$ cat src/rtl/rudu_pkg.sv
package rudu_pkg;

    // Default operand width
    localparam int unsigned DEFAULT_WIDTH = 16;

endpackage

$ cat src/rtl/rudu_cell.sv
// One restoring step: shift in the next dividend bit, trial subtract, keep or restore.
module rudu_cell #(
    parameter int unsigned WIDTH = rudu_pkg::DEFAULT_WIDTH
) (
    input  logic             clk,
    input  logic             rst_n,
    input  logic             up_valid,
    output logic             up_ready,
    input  logic [WIDTH-1:0] up_acc,
    input  logic [WIDTH-1:0] up_quo,
    input  logic [WIDTH-1:0] up_num,
    input  logic [WIDTH-1:0] up_den,
    output logic             down_valid,
    input  logic             down_ready,
    output logic [WIDTH-1:0] down_acc,
    output logic [WIDTH-1:0] down_quo,
    output logic [WIDTH-1:0] down_num,
    output logic [WIDTH-1:0] down_den
);

    logic             valid_reg;
    logic             valid_next;
    logic [WIDTH-1:0] acc_reg;
    logic [WIDTH-1:0] acc_next;
    logic [WIDTH-1:0] quo_reg;
    logic [WIDTH-1:0] quo_next;
    logic [WIDTH-1:0] num_reg;
    logic [WIDTH-1:0] num_next;
    logic [WIDTH-1:0] den_reg;
    logic [WIDTH:0]   shifted;
    logic [WIDTH:0]   diff;
    logic             fits;
    logic             load;

    assign up_ready = !valid_reg || down_ready;
    assign load     = up_valid && up_ready;

    // Partial remainder is WIDTH+1 bits; the old top bit becomes bit WIDTH.
    assign shifted = {up_acc, up_num[WIDTH-1]};
    assign diff    = shifted - {1'b0, up_den};
    assign fits    = !diff[WIDTH];

    always_comb
    begin
        acc_next   = fits ? diff[WIDTH-1:0] : shifted[WIDTH-1:0];
        quo_next   = {up_quo[WIDTH-2:0], fits};
        num_next   = {up_num[WIDTH-2:0], 1'b0};
        valid_next = valid_reg;
        if (up_ready)
        begin
            valid_next = up_valid;
        end
    end

    always_ff @(posedge clk or negedge rst_n)
    begin
        if (!rst_n)
        begin
            valid_reg <= 1'b0;
        end
        else
        begin
            valid_reg <= valid_next;
        end
    end

    always_ff @(posedge clk)
    begin
        if (load)
        begin
            acc_reg <= acc_next;
            quo_reg <= quo_next;
            num_reg <= num_next;
            den_reg <= up_den;
        end
    end

    assign down_valid = valid_reg;
    assign down_acc   = acc_reg;
    assign down_quo   = quo_reg;
    assign down_num   = num_reg;
    assign down_den   = den_reg;

endmodule

$ cat src/rtl/restoring_unsigned_divider_unit.sv
// Each accepted request word passes through WIDTH registered cells (one cell per bit) to its response word.
// Throughput: one division per cycle; a new word enters every cycle while the chain moves.
// Each cell stalls only when it holds a word and the next cell cannot take it, so bubbles close up
// and the chain keeps taking words while a finished result waits at the output.
// Reset: rst_n (async, active low) clears every cell's valid flag; operand registers are not reset.
module restoring_unsigned_divider_unit #(
    parameter int unsigned WIDTH = rudu_pkg::DEFAULT_WIDTH
) (
    input  logic             clk,
    input  logic             rst_n,
    // request channel
    input  logic             req_valid,
    output logic             req_stall,
    input  logic [WIDTH-1:0] dividend,
    input  logic [WIDTH-1:0] divisor,
    // response channel
    output logic             rsp_valid,
    input  logic             rsp_stall,
    output logic [WIDTH-1:0] quotient,
    output logic [WIDTH-1:0] remainder
);

    // Link k feeds cell k; link WIDTH is the output of the last cell.
    logic             link_valid [WIDTH+1];
    logic             link_ready [WIDTH+1];
    logic [WIDTH-1:0] link_acc   [WIDTH+1];
    logic [WIDTH-1:0] link_quo   [WIDTH+1];
    logic [WIDTH-1:0] link_num   [WIDTH+1];
    logic [WIDTH-1:0] link_den   [WIDTH+1];

    // Head of the chain: partial remainder and quotient start at zero.
    assign link_valid[0] = req_valid;
    assign link_acc[0]   = '0;
    assign link_quo[0]   = '0;
    assign link_num[0]   = dividend;
    assign link_den[0]   = divisor;
    assign req_stall     = !link_ready[0];

    // Cell k resolves quotient bit WIDTH-1-k; the dividend shifts left so the next
    // bit is always at the top of the word handed on.
    for (genvar k = 0; k < WIDTH; k++)
    begin : g_cell
        rudu_cell #(
            .WIDTH (WIDTH)
        ) u_cell (
            .clk        (clk),
            .rst_n      (rst_n),
            .up_valid   (link_valid[k]),
            .up_ready   (link_ready[k]),
            .up_acc     (link_acc[k]),
            .up_quo     (link_quo[k]),
            .up_num     (link_num[k]),
            .up_den     (link_den[k]),
            .down_valid (link_valid[k+1]),
            .down_ready (link_ready[k+1]),
            .down_acc   (link_acc[k+1]),
            .down_quo   (link_quo[k+1]),
            .down_num   (link_num[k+1]),
            .down_den   (link_den[k+1])
        );
    end

    // Tail: the last cell's registers are the output register.
    // A zero divisor never fails the trial subtract: quotient all ones, remainder = dividend.
    assign link_ready[WIDTH] = !rsp_stall;
    assign rsp_valid         = link_valid[WIDTH];
    assign quotient          = link_quo[WIDTH];
    assign remainder         = link_acc[WIDTH];

endmodule

$ cat config.mk
export PLATFORM = sky130hd
export DESIGN_NAME = restoring_unsigned_divider_unit
export DESIGN_NICKNAME = d
export VERILOG_FILES = /design/src/rtl/rudu_pkg.sv /design/src/rtl/rudu_cell.sv /design/src/rtl/restoring_unsigned_divider_unit.sv
export SDC_FILE = /design/constraint.sdc
export NUM_CORES = 1
export LEC_CHECK = 0
export ABC_AREA = 1
export ABC_CLOCK_PERIOD_IN_PS = 7200
export BUFFER_PORTS_ARGS = -buffer_cell sky130_fd_sc_hd__buf_2
export CAP_MARGIN = 30
export CORE_ASPECT_RATIO = 1.2
export CORE_MARGIN = 2
export CORE_UTILIZATION = 40
export DETAILED_ROUTE_END_ITERATION = 16
export PLACE_DENSITY = 0.63
export SYNTH_ARGS = -nofsm -noshare
export SYNTH_HDL_FRONTEND = slang
export SYNTH_SLANG_ARGS = --single-unit
$ cat constraint.sdc
create_clock -name clk -period 7.2 [get_ports clk]
set_input_delay 1.08 -clock clk [delete_from_list [all_inputs] [get_ports clk]]
set_output_delay 1.08 -clock clk [all_outputs]
set_load 0.005 [all_outputs]
# Word level (Yosys, flattened, before mapping)
# Cells that the tools add are included.
# totals
reg_bits	768
input_bits	36
output_inout_bits	34
word_cells	177
# op_classes
n_addsub	16
mux	16
reduce_logical	66
# ops
cell	n
$sub 17x16->17	15
$mux 16	15
$logic_not 1->1	34
$sub 1x16->17	1
$logic_and 1x1->1	16
$logic_or 1x1->1	16
$mux 1	1

# Depth between registers and ports, before layout
# Gate-level depths: netlist of the first run.
# depth
ltp_word	18
depth_mapped	16
mapped_depth_nobuf	15

# Cells and area by module
# Synthesis of the first run repeated with hierarchy kept, for this count alone.
# unflattened
cells_unflattened	5659
area_unflattened_um2	55164.2
# modules_own_cells
module	instances	cells_each	area_per_inst_um2	seq_area_each_um2
rudu_cell at g_cell[2].u_cell ...	8	354	3495.9	1916.8
rudu_cell at g_cell[0].u_cell ...	8	353	3398.3	1916.8
restoring_unsigned_divider_unit	1	3	11.3	0.0

# Least setup slack after synthesis of the first run
# OpenSTA, ideal clock, no wires.
# synth_timing
path_type	input to register
from	input rsp_stall
to	register g_cell[0].u_cell.acc_reg[0] (enable)
arrival_time_ps	3685
required_ps	6746
path_slack_ps	3060
path_stages	9
path_cell_list	nand4_2 -> nor2_4 -> nand4_4 -> nor2_4 -> nand4_4 -> nor2_4 -> nand4_2 -> nor2_2 -> nor2_1
# synth_via
elab_chain_len	18
# synth_rtl
element	line_no	text
from (decl)	restoring_unsigned_divider_unit.sv:18	input logic rsp_stall,
$logic_not 1->1	restoring_unsigned_divider_unit.sv:65	assign link_ready[WIDTH] = !rsp_stall;
$logic_or 1x1->1 (16 in series)	rudu_cell.sv:35	assign up_ready = !valid_reg || down_ready;
$logic_and 1x1->1	rudu_cell.sv:36	assign load = up_valid && up_ready;
net g_cell[0].u_cell.load	rudu_cell.sv:33	logic load;
to (signal assigned)	rudu_cell.sv:71	acc_reg <= acc_next;
to (decl)	rudu_cell.sv:23	logic [WIDTH-1:0] acc_reg;
# The timed path passes the listed nets, and every way through them passes these cells.
# A chain may end at the register's enable or synchronous reset.

# Worst setup path after layout of the first run
# layout_timing
from	input rsp_stall
to	output req_stall
# layout_via
elab_chain_len	18
# layout_rtl
element	line_no	text
$logic_not 1->1	restoring_unsigned_divider_unit.sv:65	
$logic_or 1x1->1 (16 in series)	rudu_cell.sv:35	
$logic_not 1->1	restoring_unsigned_divider_unit.sv:37	assign req_stall = !link_ready[0];
to (decl)	restoring_unsigned_divider_unit.sv:13	output logic req_stall,
# Every way passes these cells.

==> results of run 1 <==
power by group through the flow:
stage,Sequential [mW],Combinational (mW),Clock [mW]
floorplan,7.32,7.44,0
global placement,7.46,8.72,0
detailed placement,7.49,8.92,0
CTS,7.40,8.94,4.22
global route,7.54,10.0,4.40
finish,7.38,8.89,4.08
sequential cells by signal, summed over array words and instances, names as in the netlist:
register,flops
g_cell.u_cell.down_num,120
g_cell.u_cell.down_valid,16
g_cell.u_cell.down_acc,256
g_cell.u_cell.down_quo,136
g_cell.u_cell.down_den,240
cell usage after synthesis, types with 2 or more instances:
cell type and instances:
sky130_fd_sc_hd__nor3_2 3, sky130_fd_sc_hd__xnor2_1 93, sky130_fd_sc_hd__a21boi_0 15, sky130_fd_sc_hd__o21ai_2 120, sky130_fd_sc_hd__nand4_1 13, sky130_fd_sc_hd__nand3_1 101
sky130_fd_sc_hd__o21ai_4 7, sky130_fd_sc_hd__o21ai_0 69, sky130_fd_sc_hd__nand4_2 2, sky130_fd_sc_hd__edfxtp_1 752, sky130_fd_sc_hd__nand3_2 4, sky130_fd_sc_hd__buf_6 24
sky130_fd_sc_hd__or2_2 7, sky130_fd_sc_hd__inv_1 494, sky130_fd_sc_hd__nor4_1 3, sky130_fd_sc_hd__dfrtp_1 16, sky130_fd_sc_hd__inv_4 6, sky130_fd_sc_hd__o21ai_1 83
sky130_fd_sc_hd__a211oi_1 12, sky130_fd_sc_hd__a21oi_2 16, sky130_fd_sc_hd__nor2_4 3, sky130_fd_sc_hd__nand2_2 26, sky130_fd_sc_hd__ha_1 242, sky130_fd_sc_hd__a31oi_1 20
sky130_fd_sc_hd__inv_6 9, sky130_fd_sc_hd__nand2_4 12, sky130_fd_sc_hd__a21oi_1 197, sky130_fd_sc_hd__nand2_1 697, sky130_fd_sc_hd__nand3b_1 15, sky130_fd_sc_hd__o21bai_1 35
sky130_fd_sc_hd__nor3b_2 2, sky130_fd_sc_hd__buf_2 3, sky130_fd_sc_hd__buf_8 4, sky130_fd_sc_hd__nor3_1 34, sky130_fd_sc_hd__fa_1 15, sky130_fd_sc_hd__buf_12 6
sky130_fd_sc_hd__nor2_2 8, sky130_fd_sc_hd__nand4_4 2, sky130_fd_sc_hd__xor2_1 89, sky130_fd_sc_hd__a21o_1 44, sky130_fd_sc_hd__nor2_1 106, sky130_fd_sc_hd__a21oi_4 14
area by class of cell:
| type | instances | area [um^2] |
|---|---|---|
| Clock buffer | 109 | 2258 |
| Clock inverter | 45 | 389.1 |
| Fill cell | 8734 | 53350 |
| Inverter | 509 | 1971 |
| Multi-Input combinational cell | 2117 | 13730 |
| Sequential cell | 768 | 22980 |
| Tap cell | 1270 | 1589 |
| Timing Repair Buffer | 86 | 545.5 |
how the worst min path moves through the flow:
| stage | slack, ns | startpoint | cells past startpoint | endpoint |
|---|---|---|---|---|
| after global placement | 0.40 | g_cell[0].u_cell.down_num[1]$_DFFE_PP_ | 0 | g_cell[1].u_cell.down_num[2]$_DFFE_PP_ |
| after detailed placement | 0.40 | g_cell[10].u_cell.down_quo[10]$_DFFE_PP_ | 0 | g_cell[11].u_cell.down_quo[11]$_DFFE_PP_ |
| after floorplan | 0.40 | g_cell[9].u_cell.down_num[10]$_DFFE_PP_ | 0 | g_cell[10].u_cell.down_num[11]$_DFFE_PP_ |
| after global routing | 0.37 | rst_n | 1 | g_cell[8].u_cell.down_valid$_DFFE_PN0P_ |
| final | 0.37 | rst_n | 1 | g_cell[8].u_cell.down_valid$_DFFE_PN0P_ |
| after CTS | 0.34 | rst_n | 1 | g_cell[8].u_cell.down_valid$_DFFE_PN0P_ |
through the flow:
step	util (%)	hold slack, ns
5_1_grt	44.89	0.3714
4_1_cts	44.85	0.3390
3_3_place_gp	42.03	0.4003
3_5_place_dp	42.12	0.4045
6_report	44.89	0.3693
2_1_floorplan	-	0.4003
layer usage:
| layer | global-route usage [%] | up-vias |
|---|---|---|
| met5 | 0 | - |
| met4 | 7.595 | 0 |
| met3 | 2.174 | 215 |
| met2 | 31.17 | 362 |
| met1 | 11.22 | 10946 |
| li1 | - | 12060 |
cells by family (layout without fill, tap and decap cells):
group           count (synthesis)  after routing  share of synthesized area [%]
simple gates                 1039           1039                          11.53
fa+ha+maj                     257            257                          8.521
compound gates                632            632                          10.75
xor+xnor                      182            182                          4.081
other cells                     1              7                       0.009601
buf+inv                       548            749                          6.266
flops                         768            768                          58.84
worst register-to-register path, stage by stage (launching register included):
cell and delay, ns:
sky130_fd_sc_hd__edfxtp_1 0.39, sky130_fd_sc_hd__ha_1 0.24, sky130_fd_sc_hd__fa_1 0.41, sky130_fd_sc_hd__inv_1 0.08, sky130_fd_sc_hd__nand3_1 0.06, sky130_fd_sc_hd__nand2_1 0.17
sky130_fd_sc_hd__a21oi_2 0.10, sky130_fd_sc_hd__o21ai_2 0.26, sky130_fd_sc_hd__nand3_2 0.12, sky130_fd_sc_hd__nand3_1 0.15, sky130_fd_sc_hd__nand2_4 0.11, sky130_fd_sc_hd__inv_4 0.24
sky130_fd_sc_hd__o21ai_0 0.14
==> metrics.txt, run 1 <==
total global-route track usage 14.27%; root buffer cell sky130_fd_sc_hd__clkbuf_16; number of antenna violations at the first check in global routing 1; clock tree from TritonCTS built; fin area 43,460 um^2; detail-routed net length per standard cell 14.24 um; core outline area 96,810 um^2; number of buffers created by CTS 84; final worst-path setup slack 3.435 ns; top fanout value on the critical path 4; Tcrit/Tclk final 52.30%; number of failing hold endpoints at the final stage 0; logic depth of the worst register-to-register path 12; Yosys Warn Count 0; unrepaired setup endpoints after global routing false; endpoint arrival time on the critical path 2.69 ns; time the worst path needs with I/O delays and setup 3.765 ns; clock network fraction of design power 20.1%; Peak Freq 265.6 MHz; chip width 289.3 um; HPWL after detailed placement 54,730 um; Post-synth EDFFs 752; number of max-capacitance violations reported 0; largest buffer count on any clock path 3; die area 100,200 um^2; portion of total power attributed to sequential cells 36.3%; met3 WL post-DR 2065 um; growth of design area from synthesis to finish 11.27%; endpoint of the most critical setup path req_stall; biggest area consumer among synthesized cells sky130_fd_sc_hd__edfxtp_1; amount of wire on met2 after detailed routing 42,670 um; global-route wire length before repair 115,100 um; max-slew headroom at the worst pin 51.31%; highest-count cells in the layout ignoring fill and taps sky130_fd_sc_hd__edfxtp_1, sky130_fd_sc_hd__nand2_1, sky130_fd_sc_hd__inv_1; detailed router's first-iteration violation count 761; leading register cell type out of synthesis sky130_fd_sc_hd__edfxtp_1; final antenna diode count 0; Post-CTS Repair Setup Buffers 0; I/O Pins 70; Cell Count, Final, Fillers Out 4,904; number of global-route vias before repair 25,000; number of flip-flops and latches in the synthesized netlist 768; Remaining Overflow, GRT 0; crit path kind in -> out; worst hold path type in -> async; number of instances in the placed design 4,748; total number of vias 23,583; Post-Place Worst Slack 3.367 ns; share of synthesized flip-flops with an asynchronous set or reset 2.083%; largest voltage drop on the vdd net 0.0002102 V; number of nets with antenna violations after routing 0; Resized cells post-CTS 0; vias per inst 4.809; number of pins exceeding their max-slew limit in the final report 0; Clock Latency Late Sink 0.64 ns; H-tree depth reported by CTS 3; uppermost metal layer occupied by signal nets met4; combined buffer and inverter count along the critical path 2; RD Place Congestion 0.9202; clock sink total 768; synthesized instance count 3,427; family of cells with the greatest summed delay on the critical path simple AND/OR/NAND/NOR gates; Final TNS setup 0 ns; Placed Instance Area 40,770 um^2; most frequent standard cell in the layout excluding fill and tap cells sky130_fd_sc_hd__edfxtp_1; ordered cell list for the critical path buf_2 > nand4_2 > nor2_4 > nand4_4 > nor2_4 > nand4_4 > nor2_4 > nand4_2 > nor2_2 > buf_2; Worst Clk Skew 0.02503 ns; cell repeated most along the worst path sky130_fd_sc_hd__nor2_4; cell count along the critical path 10; hold_buf cts 0; Worst path slowest cell sky130_fd_sc_hd__nor2_4; switching share of power 38.65%; total routed wirelength 69,860 um; post-layout total power 20.35 mW; mean area per synthesized cell 11.40 um^2; Reg clk slew, reported paths 0.05 ns; number of remaining DRC errors 0; crit-path max cell delay 0.20 ns; run status finished clean; combinational share of power 43.7%; proportion of synthesized chip area in sequential cells 58.84%; met1 layer wirelength in the final routing 21,690 um; count of cell types in the netlist 46; number of search-and-repair iterations in the first detailed-routing pass 8; Reg2Reg Setup Slack 4.47 ns; first element of the critical path rsp_stall; reg-to-reg startpoint g_cell[12].u_cell.down_den[0]$_DFFE_PP_; maximum number of pins on one net before global-route repair 49; share of post-route cells with drive strength above 1 12.52%; total internal power 12.48 mW; cell types occupying the most area after synthesis sky130_fd_sc_hd__edfxtp_1, sky130_fd_sc_hd__ha_1, sky130_fd_sc_hd__nand2_1, sky130_fd_sc_hd__inv_1, sky130_fd_sc_hd__o21ai_2; number of nets in the layout 3,859; num rows 125; power per cell area 468.2 nW/um^2; y dimension of the die 346.3 um; CP Launch Type input port; switching pwr 7.865 mW; reg-to-reg endpoint g_cell[13].u_cell.down_acc[10]$_DFFE_PP_; total standard cell area after synthesis 39,060 um^2; Worst Max-Slew Pin Slew 0.7237 ns; share of Yosys cell area claimed by the top area cell type 57.81%; initial core utilization 40.35%; port bufs 69; leakage power summed over all cells 18.56 nW; final count of negative-setup-slack endpoints 0; CP endpoint kind output pin; required arrival time at the worst endpoint 6.12 ns
Note: power is estimated with default switching activity, not from simulation.
==> inputs of run 2 (changes only) <==
--- a/config.mk
+++ b/config.mk
@@ -6,14 +6,14 @@
 export NUM_CORES = 1
 export LEC_CHECK = 0
 export ABC_AREA = 1
-export ABC_CLOCK_PERIOD_IN_PS = 7200
+export ABC_CLOCK_PERIOD_IN_PS = 3400
 export BUFFER_PORTS_ARGS = -buffer_cell sky130_fd_sc_hd__buf_2
 export CAP_MARGIN = 30
 export CORE_ASPECT_RATIO = 1.2
 export CORE_MARGIN = 2
 export CORE_UTILIZATION = 40
 export DETAILED_ROUTE_END_ITERATION = 16
-export PLACE_DENSITY = 0.63
+export PLACE_DENSITY = 0.65
 export SYNTH_ARGS = -nofsm -noshare
 export SYNTH_HDL_FRONTEND = slang
 export SYNTH_SLANG_ARGS = --single-unit
==> constraint.sdc (replaced) <==
create_clock -name clk -period 3.4 [get_ports clk]
set_input_delay 0.51 -clock clk [delete_from_list [all_inputs] [get_ports clk]]
set_output_delay 0.51 -clock clk [all_outputs]
set_load 0.005 [all_outputs]
==> run 2 against run 1 <==
First-iteration DRC count increased by 11%. Worst hold slack got worse by 0.31 ns. Utilization increased by 0.12 points. Clock-buffer cell count increased by 7. Critical path depth decreased by 1. Design area increased by 0.27%. Non-clock buffer count increased by 2. Power increased by 110%. Via count increased by 0.16%. Combinational power increased by 110%. Sequential share of layout area decreased by 0.14 points. Critical path type is now reg -> out. Largest cell class unchanged. Largest power group unchanged.
==> metrics.txt, run 2 (synthesis results as in run 1) <==
number of search-and-repair iterations in the first detailed-routing pass 5 (-3); endpoint arrival time on the critical path 2.59 ns (-0.10 ns); Clock Latency Late Sink 0.63 ns (about the same); total number of vias 23,620 (+0.16%); detailed router's first-iteration violation count 844 (+11%); number of nets with antenna violations after routing 0 (unchanged); maximum number of pins on one net before global-route repair 49 (unchanged); most frequent standard cell in the layout excluding fill and tap cells sky130_fd_sc_hd__edfxtp_1; number of fill cells 8,684 (-0.57%); crit path kind reg -> out; worst hold path type in -> reg; power per cell area 996.9 nW/um^2 (+110%); number of global-route vias before repair 24,876 (-0.50%); crit-path max cell delay 0.44 ns (+0.24 ns); initial core utilization 40.35% (unchanged); logic depth of the worst register-to-register path 12 (unchanged); Worst Max-Slew Pin Slew 0.9510 ns (+0.2273 ns); unrepaired setup endpoints after global routing false; required arrival time at the worst endpoint 2.89 ns (-3.23 ns); CP Launch Type flip-flop; chip width 289.3 um (unchanged); highest-count cells in the layout ignoring fill and taps sky130_fd_sc_hd__edfxtp_1, sky130_fd_sc_hd__nand2_1, sky130_fd_sc_hd__inv_1; run status finished clean; clock tree from TritonCTS built; die area 100,200 um^2 (unchanged); Final TNS setup 0 ns (unchanged); leakage power summed over all cells 18.61 nW (+0.30%); I/O Pins 70 (unchanged); total routed wirelength 69,600 um (-0.37%); RD Place Congestion 0.9204 (about the same); Remaining Overflow, GRT 0 (unchanged); core occupancy in the finished layout 45.01% (+0.12 points); Hold WS 0.06185 ns (-0.3074 ns); top fanout value on the critical path 4 (unchanged); share of post-route cells with drive strength above 1 12.71% (+0.19 points); HPWL after detailed placement 53,870 um (-1.6%); number of max-capacitance violations reported 0 (unchanged); time the worst path needs with I/O delays and setup 3.100 ns; Storage cell area 22,980 um^2 (unchanged); number of nets in the layout 3,860 (+0.026%); ordered cell list for the critical path nand4_2 > nor2_4 > nand4_4 > nor2_4 > nand4_4 > nor2_4 > nand4_2 > nor2_2 > buf_2; Tcrit/Tclk final 91.19%; Worst path slowest cell sky130_fd_sc_hd__dfrtp_1; number of buffers created by CTS 83 (-1.2%); max-slew headroom at the worst pin 36.60% (-15 points); global-route wire length before repair 114,700 um (-0.34%); y dimension of the die 346.3 um (unchanged); number of antenna violations at the first check in global routing 0 (-1); final antenna diode count 0 (unchanged); Reg clk slew, reported paths 0.06 ns (about the same); number of cells traversed by the worst hold path 1; multi-input gate area in the final layout 13,730 um^2 (unchanged); vias per inst 4.815 (+0.14%); final count of negative-setup-slack endpoints 0 (unchanged); detail-routed net length per standard cell 14.19 um (-0.39%); port bufs 69 (unchanged); largest buffer count on any clock path 3 (unchanged); total global-route track usage 14.16% (-0.11 points); number of pins exceeding their max-slew limit in the final report 0 (unchanged); number of failing hold endpoints at the final stage 0 (unchanged); clock sink total 768 (unchanged); core outline area 96,810 um^2 (unchanged); growth of design area from synthesis to finish 11.57%; max FFs per register 256 (unchanged); root buffer cell sky130_fd_sc_hd__clkbuf_16; Post-CTS Repair Setup Buffers 0 (unchanged); largest voltage drop on the vdd net 0.0005006 V (+140%); number of remaining DRC errors 0 (unchanged); cell repeated most along the worst path sky130_fd_sc_hd__nor2_4; H-tree depth reported by CTS 3 (unchanged); CP endpoint kind output pin; Worst Clk Skew 0.02907 ns (+0.004043 ns); Peak Freq 322.5 MHz; num rows 125 (unchanged)
-- run 2: cell count changes in the layout (fill, tap and decap cells not counted), moves of 2 or more --
| cell | previous run | this run |
|---|---|---|
| sky130_fd_sc_hd__buf_4 | 10 | 12 |
| sky130_fd_sc_hd__bufinv_16 | 4 | 8 |
| sky130_fd_sc_hd__clkbuf_1 | 21 | 25 |
| sky130_fd_sc_hd__clkbuf_8 | 2 | 4 |
| sky130_fd_sc_hd__clkinv_1 | 22 | 11 |
| sky130_fd_sc_hd__clkinv_2 | 12 | 10 |
-- run 2: final cells by class --
class,count,share of cell area (%)
Sequential cell,768,52.74
Multi-Input combinational cell,2117,31.50
Clock buffer,116,5.338
Inverter,509,4.522
Tap cell,1270,3.646
Timing Repair Buffer,88,1.263
Clock inverter,37,0.9934
-- run 2: stage by stage --
stage / instances / total power, mW / cell area [um^2] / setup slack (ns)
after floorplan: 3433 / 31.25 / 39100 / 0.1063
after global placement: 4745 / 34.12 / 40700 / 0.7422
after detailed placement: 4750 / 34.66 / 40790 / 0.6628
after CTS: 4904 / 43.84 / 43560 / 0.1991
after global routing: 4905 / 46.85 / 43580 / 0.03190
final: 4905 / 43.44 / 43580 / 0.2996
-- run 2: power breakdown --
| group | internal (mW) | switching (mW) | leakage, nW |
|---|---|---|---|
| clock | 5.40 | 3.62 | 1.33 |
| combinational | 6.96 | 11.8 | 9.73 |
| sequential | 14.5 | 1.22 | 7.55 |
| total | 26.8 | 16.6 | 18.6 |
-- run 2: timing repair --
item	4_1_cts	5_1_grt
endpoints found under the hold margin	16	0
gates resized for setup	0	0
hold buffers	1	0
-- run 2: worst max-delay path, delay by kind of cell (launching register included) --
family / cells / cell delay (ns)
buffers and inverters: 1 / 0.17
flip-flops: 1 / 0.44
AND/OR/NAND/NOR: 8 / 1.35
-- run 2: per-layer routing --
layer | vias up | track usage (%) | share of wire (%)
met1 | 10978 | 11.76 | 32
met2 | 346 | 29.95 | 59
li1 | 12066 | - | -
met4 | 0 | 8.048 | 5.8
met3 | 230 | 2.227 | 2.6
met5 | - | 0 | 0
-- run 2: worst paths after layout --
path,start,to,slack [ns]
setup / recovery,g_cell[14].u_cell.down_valid$_DFFE_PN0P_,req_stall,0.30
hold / removal,dividend[0],g_cell[0].u_cell.down_num[1]$_DFFE_PP_,0.06
setup reg to reg,g_cell[13].u_cell.down_den[0]$_DFFE_PP_,g_cell[14].u_cell.down_acc[10]$_DFFE_PP_,0.70
hold reg to reg,g_cell[13].u_cell.down_quo[12]$_DFFE_PP_,g_cell[14].u_cell.down_quo[13]$_DFFE_PP_,0.41
max in group asynchronous,rst_n,g_cell[6].u_cell.down_valid$_DFFE_PN0P_,2.73
min in group asynchronous,rst_n,g_cell[15].u_cell.down_valid$_DFFE_PN0P_,0.37
